### src/design/ttt_pkg.sv
package ttt_pkg;

    typedef enum logic [1:0] {
        KIND_TICK     = 2'd0,
        KIND_ADD      = 2'd1,
        KIND_DELETE   = 2'd2,
        KIND_DISPATCH = 2'd3
    } kind_t;

    typedef enum logic [1:0] {
        ST_OK       = 2'd0,
        ST_DEL_EMPTY = 2'd1,
        ST_FULL     = 2'd2,
        ST_NONE     = 2'd3
    } status_t;

    localparam logic [1:0] ERR_NONE   = 2'd0;
    localparam logic [1:0] ERR_DELETE = 2'd1;
    localparam logic [1:0] ERR_FULL   = 2'd2;

    localparam logic [4:0] NO_SLOT = 5'd16;

    typedef struct packed {
        logic [1:0]  kind;
        logic [7:0]  task_tag;
        logic [31:0] start_delay;
        logic [31:0] repeat_period;
        logic [3:0]  slot_index;
    } req_t;

    typedef struct packed {
        logic [4:0] slot;
        logic [7:0] tag_out;
        logic [1:0] status;
        logic [1:0] error_code;
        logic       last;
    } rsp_t;

endpackage

### src/design/task_timer_table_unit.sv
// Task timer table: a queue of command requests (tick, add, delete,
// dispatch) in front of a table of NUM_SLOTS timer slots. Tick, add and
// dispatch walk the table one slot per cycle, dispatch holding while a
// response waits. Dispatch gives one response per pending slot, in slot
// order, last set on the final one, else one ST_NONE response. A two-entry
// request queue lets commands be pushed while the table walk is busy.
module task_timer_table_unit #(
    parameter int NUM_SLOTS = 16
)
(
    input  logic          clk,
    input  logic          rst_n,
    input  logic          push,
    output logic          full,
    input  ttt_pkg::req_t req,
    output logic          empty,
    input  logic          pop,
    output ttt_pkg::rsp_t rsp
);
    import ttt_pkg::*;

    logic q_valid, q_take, rsp_valid;
    req_t q_req;

    ttt_front u_front (
        .clk(clk), .rst_n(rst_n), .push(push), .full(full), .req(req),
        .q_valid(q_valid), .q_req(q_req), .q_take(q_take)
    );

    ttt_engine #(.NUM_SLOTS(NUM_SLOTS)) u_engine (
        .clk(clk), .rst_n(rst_n), .q_valid(q_valid), .q_req(q_req),
        .q_take(q_take), .rsp_valid(rsp_valid), .rsp(rsp),
        .rsp_take(pop)
    );

    assign empty = !rsp_valid;
endmodule

### src/design/ttt_front.sv
// Front end: two-entry request queue between the input port and the engine.
module ttt_front
(
    input  logic          clk,
    input  logic          rst_n,
    input  logic          push,
    output logic          full,
    input  ttt_pkg::req_t req,
    output logic          q_valid,
    output ttt_pkg::req_t q_req,
    input  logic          q_take
);
    import ttt_pkg::*;

    req_t       mem_reg [2];
    logic       wptr_reg, rptr_reg;
    logic [1:0] count_reg;
    logic       do_push, do_pop;

    assign full    = (count_reg == 2'd2);
    assign q_valid = (count_reg != 2'd0);
    assign q_req   = mem_reg[rptr_reg];
    assign do_push = push && !full;
    assign do_pop  = q_take && q_valid;

    // storage
    always_ff @(posedge clk)
    begin
        if (do_push)
        begin
            mem_reg[wptr_reg] <= req;
        end
    end

    // pointers and fill count
    always_ff @(posedge clk or negedge rst_n)
    begin
        if (!rst_n)
        begin
            wptr_reg  <= 1'b0;
            rptr_reg  <= 1'b0;
            count_reg <= 2'd0;
        end
        else
        begin
            if (do_push) wptr_reg <= !wptr_reg;
            if (do_pop)  rptr_reg <= !rptr_reg;
            count_reg <= count_reg + {1'b0, do_push} - {1'b0, do_pop};
        end
    end
endmodule

### src/design/ttt_engine.sv
// Back end: walks the slot table one slot per cycle (dispatch holds while a response waits) and emits responses.
module ttt_engine #(
    parameter int NUM_SLOTS = 16
)
(
    input  logic          clk,
    input  logic          rst_n,
    input  logic          q_valid,
    input  ttt_pkg::req_t q_req,
    output logic          q_take,
    output logic          rsp_valid,
    output ttt_pkg::rsp_t rsp,
    input  logic          rsp_take
);
    import ttt_pkg::*;

    localparam int IW = (NUM_SLOTS > 1) ? $clog2(NUM_SLOTS) : 1;
    localparam logic [IW:0] LAST_IDX = (IW+1)'(NUM_SLOTS - 1);

    typedef enum logic [1:0] {S_IDLE, S_SCAN, S_OUT} state_t;

    logic [NUM_SLOTS-1:0] valid_reg, pend_reg;
    logic [7:0]           tag_reg   [NUM_SLOTS];
    logic [31:0]          delay_reg [NUM_SLOTS];
    logic [31:0]          period_reg[NUM_SLOTS];
    logic [1:0]           err_reg;

    state_t     state_reg;
    req_t       cur_reg;
    logic [IW:0] idx_reg;
    logic       found_reg;   // add found a free slot or dispatch emitted something
    logic       rv_reg;
    rsp_t       rsp_reg;

    logic [IW-1:0] i;
    logic          at_end;
    logic          out_free;

    assign i         = idx_reg[IW-1:0];
    assign at_end    = (idx_reg == LAST_IDX);
    assign rsp_valid = rv_reg;
    assign rsp       = rsp_reg;
    assign out_free  = !rv_reg || rsp_take;
    assign q_take    = (state_reg == S_IDLE) && q_valid;

    // one response at the end of tick/add/delete; dispatch one per pending slot
    always_ff @(posedge clk or negedge rst_n)
    begin
        if (!rst_n)
        begin
            state_reg <= S_IDLE;
            valid_reg <= '0;
            pend_reg  <= '0;
            err_reg   <= ERR_NONE;
            idx_reg   <= '0;
            found_reg <= 1'b0;
            rv_reg    <= 1'b0;
        end
        else
        begin
            if (rv_reg && rsp_take) rv_reg <= 1'b0;
            unique case (state_reg)
                S_IDLE:
                begin
                    if (q_valid)
                    begin
                        cur_reg   <= q_req;
                        idx_reg   <= '0;
                        found_reg <= 1'b0;
                        state_reg <= (q_req.kind == KIND_DELETE) ? S_OUT : S_SCAN;
                    end
                end
                S_SCAN:
                begin
                    unique case (kind_t'(cur_reg.kind))
                        KIND_TICK:
                        begin
                            if (valid_reg[i])
                            begin
                                if (delay_reg[i] == 32'd0)
                                begin
                                    if (!pend_reg[i])
                                    begin
                                        pend_reg[i] <= 1'b1;
                                        if (period_reg[i] != 32'd0)
                                            delay_reg[i] <= period_reg[i];
                                    end
                                end
                                else
                                begin
                                    delay_reg[i] <= delay_reg[i] - 32'd1;
                                end
                            end
                            if (at_end) state_reg <= S_OUT;
                            else        idx_reg   <= idx_reg + 1'b1;
                        end
                        KIND_ADD:
                        begin
                            if (!valid_reg[i])
                            begin
                                valid_reg[i]  <= 1'b1;
                                pend_reg[i]   <= 1'b0;
                                tag_reg[i]    <= cur_reg.task_tag;
                                delay_reg[i]  <= cur_reg.start_delay;
                                period_reg[i] <= cur_reg.repeat_period;
                                found_reg     <= 1'b1;
                                state_reg     <= S_OUT;
                            end
                            else if (at_end)
                                state_reg <= S_OUT;
                            else
                                idx_reg <= idx_reg + 1'b1;
                        end
                        KIND_DISPATCH:
                        begin
                            if (pend_reg[i])
                            begin
                                if (out_free)
                                begin
                                    rv_reg              <= 1'b1;
                                    rsp_reg.slot        <= 5'(idx_reg);
                                    rsp_reg.tag_out     <= tag_reg[i];
                                    rsp_reg.status      <= ST_OK;
                                    rsp_reg.error_code  <= err_reg;
                                    rsp_reg.last        <= ((pend_reg >> idx_reg) >> 1) == '0;
                                    found_reg           <= 1'b1;
                                    pend_reg[i]         <= 1'b0;
                                    if (period_reg[i] == 32'd0)
                                    begin
                                        valid_reg[i]  <= 1'b0;
                                        tag_reg[i]    <= 8'd0;
                                        delay_reg[i]  <= 32'd0;
                                    end
                                    if (at_end) state_reg <= S_IDLE;
                                    else        idx_reg   <= idx_reg + 1'b1;
                                end
                            end
                            else if (at_end)
                                state_reg <= found_reg ? S_IDLE : S_OUT;
                            else
                                idx_reg <= idx_reg + 1'b1;
                        end
                        default: state_reg <= S_OUT;
                    endcase
                end
                S_OUT:
                begin
                    if (out_free)
                    begin
                        rv_reg          <= 1'b1;
                        rsp_reg.tag_out <= 8'd0;
                        rsp_reg.last    <= 1'b1;
                        rsp_reg.error_code <= err_reg;
                        rsp_reg.slot    <= NO_SLOT;
                        rsp_reg.status  <= ST_OK;
                        state_reg       <= S_IDLE;
                        unique case (kind_t'(cur_reg.kind))
                            KIND_TICK: ;
                            KIND_ADD:
                            begin
                                if (found_reg) rsp_reg.slot <= 5'(idx_reg);
                                else
                                begin
                                    rsp_reg.status     <= ST_FULL;
                                    rsp_reg.error_code <= ERR_FULL;
                                    err_reg            <= ERR_FULL;
                                end
                            end
                            KIND_DELETE:
                            begin
                                rsp_reg.slot <= {1'b0, cur_reg.slot_index};
                                if ({1'b0, cur_reg.slot_index} < 5'(NUM_SLOTS))
                                begin
                                    valid_reg[cur_reg.slot_index[IW-1:0]] <= 1'b0;
                                    pend_reg[cur_reg.slot_index[IW-1:0]]  <= 1'b0;
                                    tag_reg[cur_reg.slot_index[IW-1:0]]   <= 8'd0;
                                    delay_reg[cur_reg.slot_index[IW-1:0]] <= 32'd0;
                                    period_reg[cur_reg.slot_index[IW-1:0]] <= 32'd0;
                                end
                                if (!({1'b0, cur_reg.slot_index} < 5'(NUM_SLOTS)) ||
                                    !valid_reg[cur_reg.slot_index[IW-1:0]])
                                begin
                                    rsp_reg.status     <= ST_DEL_EMPTY;
                                    rsp_reg.error_code <= ERR_DELETE;
                                    err_reg            <= ERR_DELETE;
                                end
                            end
                            KIND_DISPATCH: rsp_reg.status <= ST_NONE;
                            default: ;
                        endcase
                    end
                end
                default: state_reg <= S_IDLE;
            endcase
        end
    end
endmodule

### config.mk
export PLATFORM = sky130hd
export DESIGN_NAME = task_timer_table_unit
export DESIGN_NICKNAME = d
export VERILOG_FILES = /design/src/design/ttt_pkg.sv /design/src/design/task_timer_table_unit.sv /design/src/design/ttt_front.sv /design/src/design/ttt_engine.sv
export SDC_FILE = /design/constraint.sdc
export NUM_CORES = 2
export LEC_CHECK = 0
export ABC_AREA = 1
export BUFFER_PORTS_ARGS = -buffer_cell sky130_fd_sc_hd__buf_2
export CORE_ASPECT_RATIO = 0.5
export CORE_MARGIN = 2
export CORE_UTILIZATION = 45
export CTS_CLUSTER_DIAMETER = 30
export DETAILED_ROUTE_END_ITERATION = 16
export GPL_TIMING_DRIVEN = 0
export PLACE_DENSITY_LB_ADDON = 0.12
export SYNTH_ARGS = -nofsm -noshare
export SYNTH_HDL_FRONTEND = slang
export SYNTH_SLANG_ARGS = --single-unit
### constraint.sdc
create_clock -name clk -period 6.7 [get_ports clk]
set_input_delay 1.005 -clock clk [delete_from_list [all_inputs] [get_ports clk]]
set_output_delay 1.005 -clock clk [all_outputs]
set_load 0.03 [all_outputs]
=== Word level (Yosys, flattened, before mapping) ===
Memories as Yosys holds them, arrays and structs flattened.
Index checks and enable logic that the tools add are counted.
W data, S select, Z words.

* Input port bits: 82
* Memories kept: 4
* Output and inout port bits: 20
* RAM bits: 1308
* Bits in registers: 143
* Logic and storage cells: 224

* $lt $le $gt $ge: 4
* Equality and inequality tests: 29
* Reduce and logical (&&, ||, !) cells: 37
* Bitwise operators: 12
* Add/sub/neg operators: 4
* Shift-type cells: 1
* Mux-type cells: 113

{| class="wikitable"
|+ Memory list
! memory !! words !! width !! read ports !! clocked after Yosys merged registers in !! wr ports !! RTL line !! text
|-
| u_engine.delay_reg || 16 || 32 || 1 || 0 || 1 || ttt_engine.sv:24 || <nowiki>logic [31:0] delay_reg [NUM_SLOTS];</nowiki>
|-
| u_engine.period_reg || 16 || 32 || 1 || 0 || 1 || ttt_engine.sv:25 || <nowiki>logic [31:0] period_reg[NUM_SLOTS];</nowiki>
|-
| u_front.mem_reg || 2 || 78 || 1 || 0 || 1 || ttt_front.sv:15 || <nowiki>req_t mem_reg [2];</nowiki>
|-
| u_engine.tag_reg || 16 || 8 || 1 || 0 || 1 || ttt_engine.sv:23 || <nowiki>logic [7:0] tag_reg [NUM_SLOTS];</nowiki>
|}

{| class="wikitable"
|+ Operators by type and width
! cell !! number
|-
| $mux W16 || 14
|-
| $mux W32 || 5
|-
| $pmux W16 S2 || 3
|-
| $mux W18 || 4
|-
| $and A16 B16 Y16 || 4
|-
| $logic_not A32 Y1 || 2
|-
| $reduce_or A32 Y1 || 2
|-
| $pmux W16 S3 || 1
|-
| $mux W1 || 44
|-
| $pmux W18 S2 || 1
|-
| $not A16 Y16 || 2
|-
| $or A16 B16 Y16 || 2
|-
| $reduce_bool A32 Y1 || 1
|-
| $sub A32 B1 Y32 const B || 1
|-
| $mux W5 || 6
|-
| $mux W2 || 12
|-
| $pmux W5 S2 || 2
|-
| $ne A3 B2 Y1 const B || 6
|-
| $pmux W2 S3 || 3
|-
| $logic_not A16 Y1 || 1
|-
| $mux W4 || 4
|-
| $mux W8 || 2
|-
| $shr A16 B5 Y16 || 1
|-
| $pmux W5 S3 || 1
|-
| other kinds (31) || 76
|}

=== Logic depth before layout (Yosys ltp) ===
An unclocked memory read counts as a cell.

* Word-level depth: 14
* Depth in mapped cells: 26
* Mapped depth without buffers: 19

=== Cells and area by module ===
Synthesis repeated with hierarchy kept, for this count alone.

* Cell total of the unflattened synthesis: 5941
* Area, all modules: 62511.2 um^2

{| class="wikitable"
|+ By module, submodules not included
! module !! cells each !! seq. area each (um^2) !! times used !! area each (um^2)
|-
| ttt_engine || 5500 || 38552.0 || 1 || 56603.0
|-
| ttt_front || 440 || 4784.6 || 1 || 5904.4
|-
| task_timer_table_unit || 1 || 0.0 || 1 || 3.8
|}

=== Worst setup path before layout ===
Ideal clock, no wire load.

* Kind: input to register
* From: input port rst_n
* To: register u_engine.cur_reg[0] in the netlist's numbering, enable pin
* Path slack: -311 ps
* Stages: 2
* Data required time: 6089 ps
* Path buffers: 0
* Library setup time: 611 ps
* Data arrival time: 6400 ps
* Path through: inv_1 -> nor3_1

* Cells in the longest elaborated chain, start to end: 1

{| class="wikitable"
|+ RTL lines
! what !! RTL line !! text
|-
| start: declaration || task_timer_table_unit.sv:12 || <nowiki>input logic rst_n,</nowiki>
|-
| $reduce_and A3 Y1 (no line) || n/a ||
|-
| end signal: assignment || ttt_engine.sv:67 || <nowiki>cur_reg <= q_req;</nowiki>
|-
| end: declaration || ttt_engine.sv:29 || <nowiki>req_t cur_reg;</nowiki>
|}

No other way between the ends.
A chain may end at the register's enable or synchronous reset.

=== Worst setup path after layout ===
* From: register u_engine.idx_reg[1]
* To: memory u_engine.delay_reg[7][8], enable pin

* Cells in the longest elaborated chain, start to end: 14
* Elaborated cells on any way between the ends: 40
* Those cells by class: mux (28); bitwise (3); reduce/logical (7); memory (2)

{| class="wikitable"
|+ RTL lines
! what !! RTL line !! text
|-
| start: declaration || ttt_engine.sv:30 || <nowiki>logic [IW:0] idx_reg;</nowiki>
|-
| start signal: assignment || ttt_engine.sv:95 || <nowiki>else idx_reg <= idx_reg + 1'b1;</nowiki>
|-
| start signal: assignment || ttt_engine.sv:112 || <nowiki>idx_reg <= idx_reg + 1'b1;</nowiki>
|-
| start signal: assignment || ttt_engine.sv:135 || <nowiki>else idx_reg <= idx_reg + 1'b1;</nowiki>
|-
| $mem_v2 Z16 W32 || n/a ||
|-
| $reduce_bool A32 Y1 || ttt_engine.sv:85 || <nowiki>if (period_reg[i] != 32'd0)</nowiki>
|-
| $mux W1 || ttt_engine.sv:85 ||
|-
| $mux W1 || ttt_engine.sv:82 || <nowiki>if (!pend_reg[i])</nowiki>
|-
| $mux W1 || ttt_engine.sv:80 || <nowiki>if (delay_reg[i] == 32'd0)</nowiki>
|-
| $mux W1 || ttt_engine.sv:78 || <nowiki>if (valid_reg[i])</nowiki>
|-
| $mux W1 || ttt_engine.sv:75 || <nowiki>unique case (kind_t'(cur_reg.kind))</nowiki>
|-
| $mux W1 || ttt_engine.sv:62 || <nowiki>unique case (state_reg)</nowiki>
|-
| $logic_and A1 B1 Y1 (implied by the code) || ttt_engine.sv:86 || <nowiki>delay_reg[i] <= period_reg[i];</nowiki>
|-
| $mux W1 (implied by the code) || ttt_engine.sv:86 ||
|-
| $or A1 B1 Y1 (no line) (3 in a row) || n/a ||
|-
| $mux W1 (no line) || n/a ||
|-
| end: declaration || ttt_engine.sv:24 ||
|}

Several ways; a longest one is shown, not always the timed one. The select of a mux whose other input is x is not followed.

==> Implementation_results.wiki <==
{| class="wikitable"
! Metric !! Value
|-
| Finish-stage setup viols || 0
|-
| Reg-to-Reg End || u_engine.delay_reg[7][8]$_DFFE_PP_
|-
| Cell seen most often among critical-path stages || sky130_fd_sc_hd__nand2_1
|-
| Initial standard-cell utilization of the core || 0.454
|-
| Via count normalized by instance count || ~5.6
|-
| Cts hold-fix bufs || 0
|-
| Crit path arrival time || about 6.7 ns
|-
| Total count of max-transition violations in the final report || 10
|-
| Max-Cap Viols || 1
|-
| Clock tree from TritonCTS || done
|-
| Nature of the critical path startpoint || flip-flop
|-
| Nets@finish || 6363
|-
| Worst-case clock buffer depth || 4
|-
| Met3 wire length || between 20000 and 30000 um
|-
| Total via count after detailed routing || approximately 46000
|-
| Final worst-path cycle share || 0.937
|-
| Global-route wire length before repair || ~310000 um
|-
| Design internal power || just over 20000 uW
|-
| Biggest cell delay along the critical path || slightly above 1 ns
|-
| Number of nets with antenna violations after routing || 0
|-
| Number of primary I/O pins || just over 100
|-
| Number of endpoints with negative hold slack in the final report || 0
|-
| Power density normalized to cell area || ~460 mW/mm^2
|-
| Pin count of the biggest net entering global routing || between 50 and 60
|-
| Failing checks || max-capacitance violations, max-slew violations
|-
| Number of rows in the core area || 96
|-
| Combined global-route utilization of all metal layers || 0.310
|-
| Clock Skews || a little under 0.08 ns
|-
| Chain of cells forming the critical path || inv_1 > buf_2 > clkbuf_1 > buf_2 > nor2_1 > o21ai_0 > nand2_1 > nand2_1 > nand2_1 > nor2_1 > nand2_1 > nor2_1 > nand2_1 > nor2_2 > nand3_4 > nand2_2 > nor2_4 > buf_6 > nor2_4 > buf_12
|-
| CTS root buffer || sky130_fd_sc_hd__clkbuf_16
|-
| Post-synthesis net count || 6016
|-
| Post-synth cell types || 45
|-
| Achievable frequency || 0.159 GHz
|-
| Number of buffers inserted by post-CTS setup repair || 0
|-
| Share of synthesized registers carrying an async set or reset || 0.0324
|-
| Relative slew slack || -0.000407
|-
| Avg Cell Area, Syn || ~11 um^2
|-
| Sum of routed wire segments on met1 || ~96000 um
|-
| Fraction of power consumed by sequential logic || 0.359
|-
| Worst path required time || between 7 and 8 ns
|-
| Worst-path maximum fanout || 17
|-
| CTS H-tree depth || 4
|-
| TritonCTS buffer count || roughly 190
|-
| Setup slack of the worst register-to-register path || 0.42 ns
|-
| Predominant post-synthesis flop cell || sky130_fd_sc_hd__edfxtp_1
|-
| Static Leak || between 0.02 and 0.03 uW
|-
| Gp weighted congestion || roughly 0.97
|-
| RSZ-0062 raised after global routing || false
|-
| Register-to-Register Path Depth || 20
|-
| Die Width || roughly 530 um
|-
| Maximum vdd ir drop || about 230 uV
|-
| Initial antenna violation count || 10
|-
| Total wirelength of the detailed-routed design || approximately 220000 um
|-
| Sum of negative setup slack || 0 ns
|-
| Commonest cells after routing, fill and taps aside || sky130_fd_sc_hd__nand2_1 (1832), sky130_fd_sc_hd__edfxtp_1 (1404), sky130_fd_sc_hd__nor2_1 (793)
|-
| Category of the most critical setup path || reg -> reg
|-
| Fraction of layout instances using a drive strength above 1 || 0.107
|-
| Share of synthesized area occupied by flip-flops and latches || 0.693
|-
| Post-synthesis instance area || between 0.06 and 0.07 mm^2
|-
| Number of warnings printed during yosys synthesis || 0
|-
| Synth-to-layout area growth || 17.3%
|-
| Clock slew seen by the registers of the worst setup and hold paths || 0.05 ns
|-
| Slowest stage cell on the critical path || sky130_fd_sc_hd__clkbuf_1
|-
| Switching power total || about 13000 uW
|-
| DRC errors left || 0
|-
| Chip height || approximately 270 um
|-
| Clock latency reported for the late side of the worst-skew pair || between 0.8 and 0.9 ns
|-
| Routed length per instance || 26.9 um
|-
| Commonest non-fill, non-tap cell in the layout || sky130_fd_sc_hd__nand2_1
|-
| FF-to-FF Start || u_engine.idx_reg[1]$_DFFE_PN0P_
|-
| Switching power share of the total || 0.386
|-
| Core region area || about 0.14 mm^2
|-
| Cell family with most CP delay || simple AND/OR/NAND/NOR gates
|-
| Vias in the first global route || ~43000
|-
| Clock sink total || 1451
|-
| Combinational share of power || 0.328
|-
| DIE AREA || between 0.1 and 0.15 mm^2
|-
| Iteration-0 DRC count of the detailed router || 6627
|-
| Count of mapped cells out of synthesis || approximately 5900
|-
| Half-perimeter wire length after placement || around 150000 um
|-
| Clk pwr share || 0.314
|-
| Count of buffers from port buffering || slightly above 100
|-
| Routed wl met2 || roughly 94000 um
|-
| First-pass iteration count of the detailed router || 9
|-
| Slew at the pin closest to its max-slew limit || between 1.5 and 2 ns
|-
| Total power draw || ~34000 uW
|-
| Top routing layer used || met4
|-
| Number of synthesized register bits || 1451
|-
| Buffering stage count on the worst path with inverters included || 6
|-
| Number of enable-type register cells in the synthesized netlist || about 1400
|-
| Outcome || finished with violations
|-
| Global route overflow || 0
|-
| Worst min-delay path category || in -> async
|-
| Post-cts sizing count || 0
|-
| Crit. End Element || flip-flop
|-
| Minimum clock period || 6.28 ns
|}
power by group through the flow:
| stage | clock [uW] | combinational, uW | sequential, uW |
|---|---|---|---|
| 3_5_place_dp | 0 | 10700 | 12300 |
| 2_1_floorplan | 0 | 5820 | 12300 |
| 5_1_grt | 11000 | 11800 | 12200 |
| 4_1_cts | 10700 | 10700 | 12100 |
| 6_report | 10600 | 11100 | 12100 |
| 3_3_place_gp | 0 | 10400 | 12400 |
cells by family after synthesis:
| logic type | after synthesis | share of synthesized area |
|---|---|---|
| compound gates | 642 | 0.0563 |
| xor+xnor | 13 | 0.00182 |
| fa+ha+maj | 16 | 0.00320 |
| buf+inv | 798 | 0.0559 |
| flops | 1451 | 0.693 |
| simple gates | 2998 | 0.189 |
per-layer routing:
metal  vias to the layer above  GRT usage
met5                         -          0
met4                         0     0.0867
met3                       407     0.0803
met2                      2674      0.447
met1                     22900      0.461
li1                      20500          -
per-stage QoR:
| step | cells | instance area [um^2] | worst slack (ns) | util | hold slack [ns] |
|---|---|---|---|---|---|
| floorplan | 5918 | 62500 | 1.76 | - | 0.442 |
| global route | 8276 | 73300 | 0.377 | 0.533 | 0.303 |
| global placement | 7881 | 65300 | -2.27 | 0.475 | 0.455 |
| finish | 8281 | 73300 | 0.420 | 0.533 | 0.280 |
| CTS | 8276 | 73300 | 0.739 | 0.533 | 0.322 |
| detailed placement | 7931 | 66700 | 0.807 | 0.485 | 0.464 |
cells in the mapped netlist, drive strengths merged, types with 15 or more instances:
cell / number / share of area
dfrtp: 47 / 0.019
ha: 16 / 0.0032
inv: 499 / 0.030
o31ai: 15 / 0.0018
nand2: 1839 / 0.11
o22ai: 57 / 0.0057
clkbuf: 113 / 0.0068
nor2: 861 / 0.053
edfxtp: 1404 / 0.67
o21ai: 483 / 0.039
o211ai: 24 / 0.0029
nand4: 46 / 0.0046
buf: 184 / 0.019
nand3: 232 / 0.019
o32ai: 16 / 0.0022
a21oi: 24 / 0.0020
area by class of cell:
| type | instances | area (um^2) |
|---|---|---|
| Antenna cell | 5 | 12.5 |
| Buffer | 297 | 1610 |
| Clock buffer | 218 | 4990 |
| Clock inverter | 127 | 1570 |
| Fill cell | 11900 | 64300 |
| Inverter | 501 | 1890 |
| Multi-Input combinational cell | 3669 | 15900 |
| Sequential cell | 1451 | 43300 |
| Tap cell | 1862 | 2330 |
| Timing Repair Buffer | 151 | 1600 |
how the worst max path moves through the flow:
| stage | from | to | slack, ns | depth (start not counted) |
|---|---|---|---|---|
| finish | u_engine.idx_reg[1]$_DFFE_PN0P_ | u_engine.delay_reg[7][8]$_DFFE_PP_ | 0.42 | 20 |
| detailed placement | u_engine.idx_reg[1]$_DFFE_PN0P_ | u_engine.delay_reg[7][2]$_DFFE_PP_ | 0.81 | 20 |
| CTS | u_engine.idx_reg[1]$_DFFE_PN0P_ | u_engine.delay_reg[7][8]$_DFFE_PP_ | 0.74 | 20 |
| global route | u_engine.idx_reg[1]$_DFFE_PN0P_ | u_engine.delay_reg[7][8]$_DFFE_PP_ | 0.38 | 20 |
| floorplan | push | u_front.mem_reg[1][0]$_DFFE_PP_ | 1.76 | 2 |
| global placement | u_engine.idx_reg[1]$_DFFE_PN0P_ | u_engine.delay_reg[12][2]$_DFFE_PP_ | -2.27 | 19 |
No activity file was read; power rests on OpenSTA's default activity.
